===== src/rtl/hcv_pkg.sv =====
// ----------------------------------------------------------------------------
// Hamming codec package
// Field widths, operation and status codes, the length record and the
// elaboration-time helpers that derive the parity count from the message length.
// ----------------------------------------------------------------------------
package hcv_pkg;

   localparam int WORD_W   = 64;
   localparam int SYN_W    = 7;
   localparam int STATUS_W = 2;
   localparam int PAR_W    = 3;
   localparam int NLEN_W   = 6;
   localparam int TOTAL_W  = 7;
   localparam int RSP_W    = ((WORD_W + SYN_W + STATUS_W + PAR_W + 7) / 8) * 8;

   localparam int MAX_CODE_BITS_DEFAULT = 64;

   localparam logic [NLEN_W-1:0] DATA_BITS_RESET = 6'd4;

   localparam logic OP_ENCODE = 1'b0;
   localparam logic OP_DECODE = 1'b1;

   localparam logic [STATUS_W-1:0] STATUS_OK           = 2'd0;
   localparam logic [STATUS_W-1:0] STATUS_CORRECTED    = 2'd1;
   localparam logic [STATUS_W-1:0] STATUS_OUT_OF_RANGE = 2'd2;

   // Effective message length, parity count and codeword length.
   typedef struct packed {
      logic [NLEN_W-1:0]  n;
      logic [PAR_W-1:0]   par;
      logic [TOTAL_W-1:0] total;
   } len_type;

   // Least r with 2^r >= n + r + 1, capped at seven.
   function automatic int parity_for(input int n);
      int r;
      r = 0;
      for (int k = 0; k < 7; k++) begin
         if ((1 << r) < n + r + 1) begin
            r = r + 1;
         end
      end
      return r;
   endfunction

   // Largest message length whose codeword still fits in max_code positions.
   function automatic int max_data_bits(input int max_code);
      int   n;
      logic stop;
      n    = 1;
      stop = 1'b0;
      for (int k = 0; k < 62; k++) begin
         if (!stop && n < 63 && (n + 1) + parity_for(n + 1) <= max_code) begin
            n = n + 1;
         end else begin
            stop = 1'b1;
         end
      end
      return n;
   endfunction

   // Clamps a raw length into 1..nmax and derives the parity and total counts.
   function automatic len_type len_from_raw(input logic [NLEN_W-1:0] raw, input int nmax);
      int      n;
      int      r;
      len_type l;
      n = int'(raw);
      if (n < 1) begin
         n = 1;
      end
      if (n > nmax) begin
         n = nmax;
      end
      r       = parity_for(n);
      l.n     = NLEN_W'(n);
      l.par   = PAR_W'(r);
      l.total = TOTAL_W'(n + r);
      return l;
   endfunction

endpackage


===== src/rtl/hcv_datapath.sv =====
// ----------------------------------------------------------------------------
// Hamming codec datapath
// Combinational encode and check/correct of one word for the current length.
// ----------------------------------------------------------------------------
module hcv_datapath (
   input  logic                              op,
   input  logic [hcv_pkg::WORD_W-1:0]        word,
   input  hcv_pkg::len_type                  len,
   output logic [hcv_pkg::WORD_W-1:0]        code_word,
   output logic [hcv_pkg::SYN_W-1:0]         syndrome,
   output logic [hcv_pkg::STATUS_W-1:0]      status
);

   localparam int W = hcv_pkg::WORD_W;

   logic [W-1:0]                data_mask;
   logic [W-1:0]                total_mask;
   logic [W-1:0]                msg;
   logic [W-1:0]                spread;
   logic [W-1:0]                src;
   logic [W-1:0]                enc;
   logic [W-1:0]                flip;
   logic [hcv_pkg::SYN_W-1:0]   check;
   logic                        in_range;

   always_comb begin
      for (int k = 0; k < W; k++) begin
         data_mask[k]  = hcv_pkg::TOTAL_W'(k) < {1'b0, len.n};
         total_mask[k] = hcv_pkg::TOTAL_W'(k) < len.total;
      end
   end

   assign msg = word & data_mask;

   // Message bits go in order to the positions that are not powers of two.
   for (genvar g = 0; g < W; g++) begin : g_spread
      localparam int POS = g + 1;
      localparam int DIX = POS - 1 - $clog2(POS + 1);
      if ((POS & (POS - 1)) == 0) begin : g_par
         assign spread[g] = 1'b0;
      end else begin : g_dat
         assign spread[g] = msg[DIX];
      end
   end

   // On encode the parity positions are still zero, so the same trees give
   // the check bits; on decode they give the syndrome.
   assign src = (op == hcv_pkg::OP_DECODE) ? (word & total_mask) : spread;

   always_comb begin
      check = '0;
      for (int i = 0; i < hcv_pkg::SYN_W; i++) begin
         for (int k = 0; k < W; k++) begin
            if ((((k + 1) >> i) & 1) == 1) begin
               check[i] = check[i] ^ src[k];
            end
         end
      end
   end

   always_comb begin
      enc = spread;
      for (int i = 0; i < hcv_pkg::SYN_W; i++) begin
         if ((1 << i) <= W) begin
            enc[(1 << i) - 1] = check[i];
         end
      end
   end

   assign in_range = check <= len.total;

   always_comb begin
      for (int k = 0; k < W; k++) begin
         flip[k] = (check == hcv_pkg::SYN_W'(k + 1)) && in_range;
      end
   end

   always_comb begin
      if (op == hcv_pkg::OP_DECODE) begin
         code_word = src ^ flip;
         syndrome  = check;
         if (check == '0) begin
            status = hcv_pkg::STATUS_OK;
         end else if (in_range) begin
            status = hcv_pkg::STATUS_CORRECTED;
         end else begin
            status = hcv_pkg::STATUS_OUT_OF_RANGE;
         end
      end else begin
         code_word = enc;
         syndrome  = '0;
         status    = hcv_pkg::STATUS_OK;
      end
   end

endmodule


===== src/rtl/hamming_codec_variable_length_top.sv =====
// ----------------------------------------------------------------------------
// Hamming codec with a programmable message length
// Single-error-correcting encoder and checker behind streaming channels.
// ----------------------------------------------------------------------------
// Usage: each request beat carries a 64-bit word and an operation in tuser
// (encode a message, or check and correct a received codeword). Each request
// produces exactly one response beat with the codeword, the syndrome, a status
// code and the parity count in use. The message length is set through the
// csr channel, which always accepts; write it only while no beat is in flight.
// A request beat loads the input register when it is accepted; the output
// register then loads from it through the encode/decode logic whenever it is
// empty or being drained. Throughput is one beat per clock as long as the
// response side keeps taking beats, set by the single pass through the parity
// XOR trees between those two registers.
// A stalled response holds in the output register; the input register still
// accepts one more beat, after which req_tready drops until the response
// side moves. Reset empties both stages and sets the length to four message
// bits (three parity bits, seven-position codeword).
// ----------------------------------------------------------------------------
module hamming_codec_variable_length_top #(
   parameter int MAX_CODE_BITS = hcv_pkg::MAX_CODE_BITS_DEFAULT
) (
   input  logic                           clock,
   input  logic                           reset,
   // Request channel
   input  logic                           req_tvalid,
   output logic                           req_tready,
   input  logic [hcv_pkg::WORD_W-1:0]     req_tdata,   // [63:0] word
   input  logic [0:0]                     req_tuser,   // [0] op
   // Response channel
   output logic                           rsp_tvalid,
   input  logic                           rsp_tready,
   // [63:0] code_word, [70:64] syndrome, [72:71] status, [75:73] parity_count,
   // [79:76] zero
   output logic [hcv_pkg::RSP_W-1:0]      rsp_tdata,
   // Length register write channel
   input  logic                           csr_valid,
   output logic                           csr_ready,
   input  logic [hcv_pkg::NLEN_W-1:0]     csr_data     // data_bits
);

   // Largest message length for the configured codeword size; fixed at build.
   localparam int NMAX = hcv_pkg::max_data_bits(MAX_CODE_BITS);
   localparam hcv_pkg::len_type LEN_RESET =
      hcv_pkg::len_from_raw(hcv_pkg::DATA_BITS_RESET, NMAX);

   localparam int PAD_W = hcv_pkg::RSP_W - hcv_pkg::WORD_W - hcv_pkg::SYN_W -
                          hcv_pkg::STATUS_W - hcv_pkg::PAR_W;

   // Derived length values are kept registered so the datapath sees them
   // directly, without the clamp and parity search in its path.
   hcv_pkg::len_type                len_ff;
   hcv_pkg::len_type                len_in;

   // Input stage.
   logic                            s1_valid_ff;
   logic                            s1_valid_in;
   logic                            s1_op_ff;
   logic [hcv_pkg::WORD_W-1:0]      s1_word_ff;

   // Output stage.
   logic                            rsp_valid_ff;
   logic                            rsp_valid_in;
   logic [hcv_pkg::WORD_W-1:0]      rsp_code_ff;
   logic [hcv_pkg::SYN_W-1:0]       rsp_syn_ff;
   logic [hcv_pkg::STATUS_W-1:0]    rsp_status_ff;
   logic [hcv_pkg::PAR_W-1:0]       rsp_par_ff;

   logic [hcv_pkg::WORD_W-1:0]      dp_code;
   logic [hcv_pkg::SYN_W-1:0]       dp_syn;
   logic [hcv_pkg::STATUS_W-1:0]    dp_status;

   logic                            req_fire;
   logic                            out_take;

   assign csr_ready = 1'b1;
   assign len_in    = hcv_pkg::len_from_raw(csr_data, NMAX);

   always_ff @(posedge clock) begin
      if (reset) begin
         len_ff <= LEN_RESET;
      end else if (csr_valid) begin
         len_ff <= len_in;
      end
   end

   // The output register can load whenever it is empty or being drained.
   assign out_take   = !rsp_valid_ff || rsp_tready;
   assign req_tready = !s1_valid_ff || out_take;
   assign req_fire   = req_tvalid && req_tready;

   always_comb begin
      if (req_fire) begin
         s1_valid_in = 1'b1;
      end else if (out_take) begin
         s1_valid_in = 1'b0;
      end else begin
         s1_valid_in = s1_valid_ff;
      end
   end

   assign rsp_valid_in = out_take ? s1_valid_ff : rsp_valid_ff;

   always_ff @(posedge clock) begin
      if (reset) begin
         s1_valid_ff  <= 1'b0;
         rsp_valid_ff <= 1'b0;
      end else begin
         s1_valid_ff  <= s1_valid_in;
         rsp_valid_ff <= rsp_valid_in;
      end
   end

   always_ff @(posedge clock) begin
      if (req_fire) begin
         s1_op_ff   <= req_tuser[0];
         s1_word_ff <= req_tdata;
      end
   end

   hcv_datapath u_datapath (
      .op        (s1_op_ff),
      .word      (s1_word_ff),
      .len       (len_ff),
      .code_word (dp_code),
      .syndrome  (dp_syn),
      .status    (dp_status)
   );

   always_ff @(posedge clock) begin
      if (out_take && s1_valid_ff) begin
         rsp_code_ff   <= dp_code;
         rsp_syn_ff    <= dp_syn;
         rsp_status_ff <= dp_status;
         rsp_par_ff    <= len_ff.par;
      end
   end

   assign rsp_tvalid = rsp_valid_ff;
   assign rsp_tdata  = {{PAD_W{1'b0}}, rsp_par_ff, rsp_status_ff, rsp_syn_ff, rsp_code_ff};

endmodule


===== config.mk =====
export PLATFORM = sky130hd
export DESIGN_NAME = hamming_codec_variable_length_top
export DESIGN_NICKNAME = d
export VERILOG_FILES = /design/src/rtl/hcv_pkg.sv /design/src/rtl/hcv_datapath.sv /design/src/rtl/hamming_codec_variable_length_top.sv
export SDC_FILE = /design/constraint.sdc
export NUM_CORES = 1
export LEC_CHECK = 0
export BUFFER_PORTS_ARGS = -buffer_cell sky130_fd_sc_hd__buf_4
export CORE_MARGIN = 4
export CORE_UTILIZATION = 65
export CTS_CLUSTER_SIZE = 28
export DETAILED_ROUTE_END_ITERATION = 12
export PLACE_DENSITY_LB_ADDON = 0.3
export SYNTH_ARGS = -nofsm -noshare
export SYNTH_HDL_FRONTEND = slang
export SYNTH_SLANG_ARGS = --single-unit

===== constraint.sdc =====
create_clock -name clock -period 37.5 [get_ports clock]
set_input_delay 7.5 -clock clock [delete_from_list [all_inputs] [get_ports clock]]
set_output_delay 7.5 -clock clock [all_outputs]
set_load 0.1 [all_outputs]

======== Word level (Yosys, flattened, before mapping) ========
Index checks and enable logic that the tools add are counted.
word-level totals
  word-level logic and storage cells ...... 509
  bits in registers ....................... 159
  bits of input ports ..................... 76
  output and inout bits ................... 83
operators by class
  reduce and logical (&&, ||, !) cells .... 73
  $lt $le $gt $ge ......................... 131
  shifts and indexed selects .............. 6
  mux-type cells .......................... 14
  bitwise logic cells ..................... 190
  add/sub/neg operators ................... 20
  equality and inequality tests ........... 64
operator list
  kind                     number
  $add A32 B2 Y32 const B  12
  $eq A7 B6 Y1 const B     32
  $lt A6 B7 Y1 const A     32
  $lt A32 B32 Y1           6
  $shl A1 B32 Y32 const A  6
  $xor A1 B1 Y1            186
  $mux W32                 5
  $lt A6 B6 Y1 const A     25
  $add A32 B32 Y32         4
  $mux W64                 2
  $eq A7 B5 Y1 const B     16
  $lt A5 B7 Y1 const A     16
  $lt A5 B6 Y1 const A     16
  $logic_and A1 B1 Y1      66
  $and A64 B64 Y64         1
  $xor A64 B64 Y64         1
  $and A57 B57 Y57         1
  $eq A7 B4 Y1 const B     8
  $lt A4 B7 Y1 const A     8
  $lt A4 B6 Y1 const A     8
  $add A32 B2 Y32          1
  $add A7 B32 Y32          1
  $gt A32 B7 Y1 const B    1
  $lt A2 B32 Y1 const A    1
  24 further kinds         43

======== Depth between registers and ports, before layout ========
  depth in word-level cells ............... 38
  mapped depth ............................ 95
  mapped depth without buffers ............ 93

======== By module ========
Synthesis repeated with hierarchy kept, for this count alone.
second synthesis, totals
  cell total of the unflattened synthesis .. 1292
  area total of the unflattened synthesis .. 12624.6 um2
by module, submodules not included
  module                             area each (um2)  instances  sequential area each (um2)  cells an instance
  hamming_codec_variable_length_top  7747.4           1          4594.4                      575
  hcv_datapath                       4877.2           1          0.0                         717

======== Worst setup path before layout ========
OpenSTA, ideal clock, no wires.
  kind .................................... input to register
  start ................................... in csr_data[5] in the netlist's numbering
  end ..................................... reg len_ff[5] in the netlist's numbering
  arrival time ............................ 24.608 ns
  setup slack ............................. 12.764 ns
  cell stages on the path ................. 91
  data required time ...................... 37.372 ns
  path through ............................ clkbuf_1 nand3_1 o21ai_0 a21oi_1 inv_1 ha_1 nor2_1 nand2_1 inv_1 nand2_1 ha_1 inv_1 ha_1 o21ai_0 a211oi_1 nand2_1 ha_1 inv_1 [... 55 more ...] ha_1 a21o_1 a211o_1 or3_1 o211ai_1 a31o_2 a21boi_0 a31oi_2 nor2_1 xnor2_1 ha_1 a21o_1 a21o_1 a21o_1 a21oi_1 xnor2_1 mux2i_1 nor2_1
RTL lines
  what                  line                                     RTL
  start, declared       hamming_codec_variable_length_top.sv:39  input logic [hcv_pkg::NLEN_W-1:0] csr_data
  end signal, assigned  hamming_codec_variable_length_top.sv:83  len_ff <= len_in;
  end, declared         hamming_codec_variable_length_top.sv:52  hcv_pkg::len_type len_ff;

==> out/metrics.cfg <==
[status]
status=complete, no violations

[setup_path]
path_common_cell=ha_1
cp_max_fo=17
reg2reg_slack_ns=29.88
end_kind=register
cp-start-kind=input port
cp_slowest_cell=a211oi_1
cpPeakStageDelay_ns=0.53
reg2reg_depth=19
critical_path.endpoint=len_ff[5]$_SDFFE_PP0P_
crit_start=csr_data[4]
critPathKind=input port to register
rr_startpoint=s1_op_ff$_DFFE_PP_
critPathRequiredTime_ns=37.87
r2r_end=rsp_code_ff[25]$_DFFE_PP_
worstPathArrival_ns=26.48

[clock_tree]
cts_tree=yes
clk_path_buf_depth=2
clk_pin_slew_ns=0.06
root_buffer=clkbuf_16
post_cts_buffers=0
cts_resized=0
clock_latency_ns=0.44
cts-hold-fix-buffers=0
clock-sinks=159
htreeDepth=4
cts-buffers-inserted=17

[logic_synthesis]
ys_ff_latch=159
avgSynthCellArea_um2=10.0
synth_edf_count=141
syn_area_um2=12900
synth_ff_type=edfxtp_1
ys_types=108
yosys-top-cells-area=edfxtp_1 33%, ha_1 8.3%, xnor2_1 5.2%
ys_warn_count=0
synthArstFlopShare_pct=0
synth_top_area_share_pct=32.9
yosys.area.top_type=edfxtp_1
synthTopCellsByCount=141 x edfxtp_1, 105 x nand2_1, 86 x nor2_1
syn_inst=1282
yosysMostFrequentCell=edfxtp_1
ys_seq_area_share_pct=35.7

[detailed_routing]
vias_per_cell=6.99
drt_iter0_markers=1691
wl_mm=45.9
dr.pass1.iters=7
wl_per_cell_um=27.3
num_vias=11700
post-route-drc-count=0
ant_nets=0

[global_routing]
grt_pass1_vias=11200
grt_max_degree=76
grt-ovfl-total=0
track_usage_pct=41.3
grt_pass1_wl_mm=68.3
antenna_found_initial=0

[floorplanning]
die_x_um=149
num_rows=51
start_util_pct=66.2
die_h_um=149
core_area_um2=19500
die_area_um2=22100
pin_count=159

[hold_path]
hold_path_depth=0
hold_path.class=register to register

[timing]
rsz0062_at_grt=no
min_period_over_period_pct=69.6
finalClockSkew_ns=0.0130
setup_violations=0
slew_headroom_pct=28.5
slew_viol_final=0
worst_pin_slew_ns=1.06
setup_tns_ns=0
min_period_ns=26.11
finalHoldViolCount=0
fmax_mhz=38.3

[cells_and_area]
antenna_cells=0
fin_nets=1569
num-fill-cells=1363
layout-drive-gt1-share_pct=19.9
area_growth_pct=13.9

[place]
place.gp.congestion=1.09
io_buffers=153
dp_hpwl_mm=34.7

[run]
max_cap_viol_count=0

-- metrics by stage --
stage	setup slack, ns	utilization, %	instances	area [um2]	hold slack, ns
2_1_floorplan	12.76	-	1289	12900	0.401
3_3_place_gp	11.98	72.5	1648	14100	0.413
3_5_place_dp	11.12	72.5	1648	14100	0.421
4_1_cts	11.54	75.4	1680	14700	0.442
5_1_grt	10.03	75.4	1680	14700	0.467
6_report	11.39	75.4	1680	14700	0.439
-- final cells by class --
type,count,area [um2],share of cell area (%)
multi-input combinational,1003,7720,52.6
tap,265,332,2.26
clock buffer,17,425,2.90
inverter,54,203,1.38
clock inverter,15,150,1.02
sequential,159,4590,31.3
timing repair buffer,167,1250,8.54
-- worst min-delay path by stage --
stage,startpoint,to
2_1_floorplan,len_ff[7]$_SDFFE_PP1P_,rsp_par_ff[0]$_DFFE_PP_
3_3_place_gp,len_ff[8]$_SDFFE_PP1P_,rsp_par_ff[1]$_DFFE_PP_
3_5_place_dp,len_ff[8]$_SDFFE_PP1P_,rsp_par_ff[1]$_DFFE_PP_
4_1_cts,len_ff[8]$_SDFFE_PP1P_,rsp_par_ff[1]$_DFFE_PP_
5_1_grt,len_ff[8]$_SDFFE_PP1P_,rsp_par_ff[1]$_DFFE_PP_
6_report,len_ff[8]$_SDFFE_PP1P_,rsp_par_ff[1]$_DFFE_PP_
-- cell usage in the layout, fill, tap and decap left out, types with 24 or more instances in the layout --
cell	instances
a21oi_1	34
a21o_1	33
o21ai_0	66
inv_1	50
nand3_1	30
nand2_1	105
ha_1	85
o211ai_1	25
xor2_1	59
edfxtp_1	141
buf_4	167
and2_1	24
nor2_1	86
xnor2_1	77
-- sequential cells by signal, indices dropped and copies added, names as in the netlist --
register       flops
rsp_par_ff         3
s1_op_ff           1
rsp_status_ff      2
s1_word_ff        64
rsp_syn_ff         7
len_ff            16
rsp_tvalid         1
rsp_code_ff       64
s1_valid_ff        1
-- critical path: cells and delay by family --
kind	cells	cell delay (ns)
AO/OA/AOI/OAI	29	6.20
adder cells (fa/ha/maj)	17	5.03
AND/OR/NAND/NOR	22	3.46
buffers and inverters	10	1.61
multiplexers	4	1.37
XOR/XNOR	8	1.30
-- logic make-up (layout without fill, tap and decap cells) --
kind of cell	Yosys count	in the layout	synth area share, %
AOI/OAI and AO/OA	331	331	18.9
xor gates and xnor gates	164	164	14.0
adders and majority gates	91	91	9.19
buffers and inverters	127	253	4.68
DFF	159	159	35.7
muxes	15	15	1.19
other	2	9	0.0583
and+or+nand+nor	393	393	16.3
-- routing by layer --
layer | part of all wire (%) | GRT usage [%] | wire length [um]
met5 | 0 | 0 | 0
met4 | 6.3 | 19.0 | 2890
met3 | 15 | 13.0 | 6920
met2 | 42 | 60.0 | 19200
met1 | 37 | 56.7 | 16900
Power is left out: the tool's default activity adds up to more than one toggle a clock period on the data nets, which glitch-free logic cannot reach.
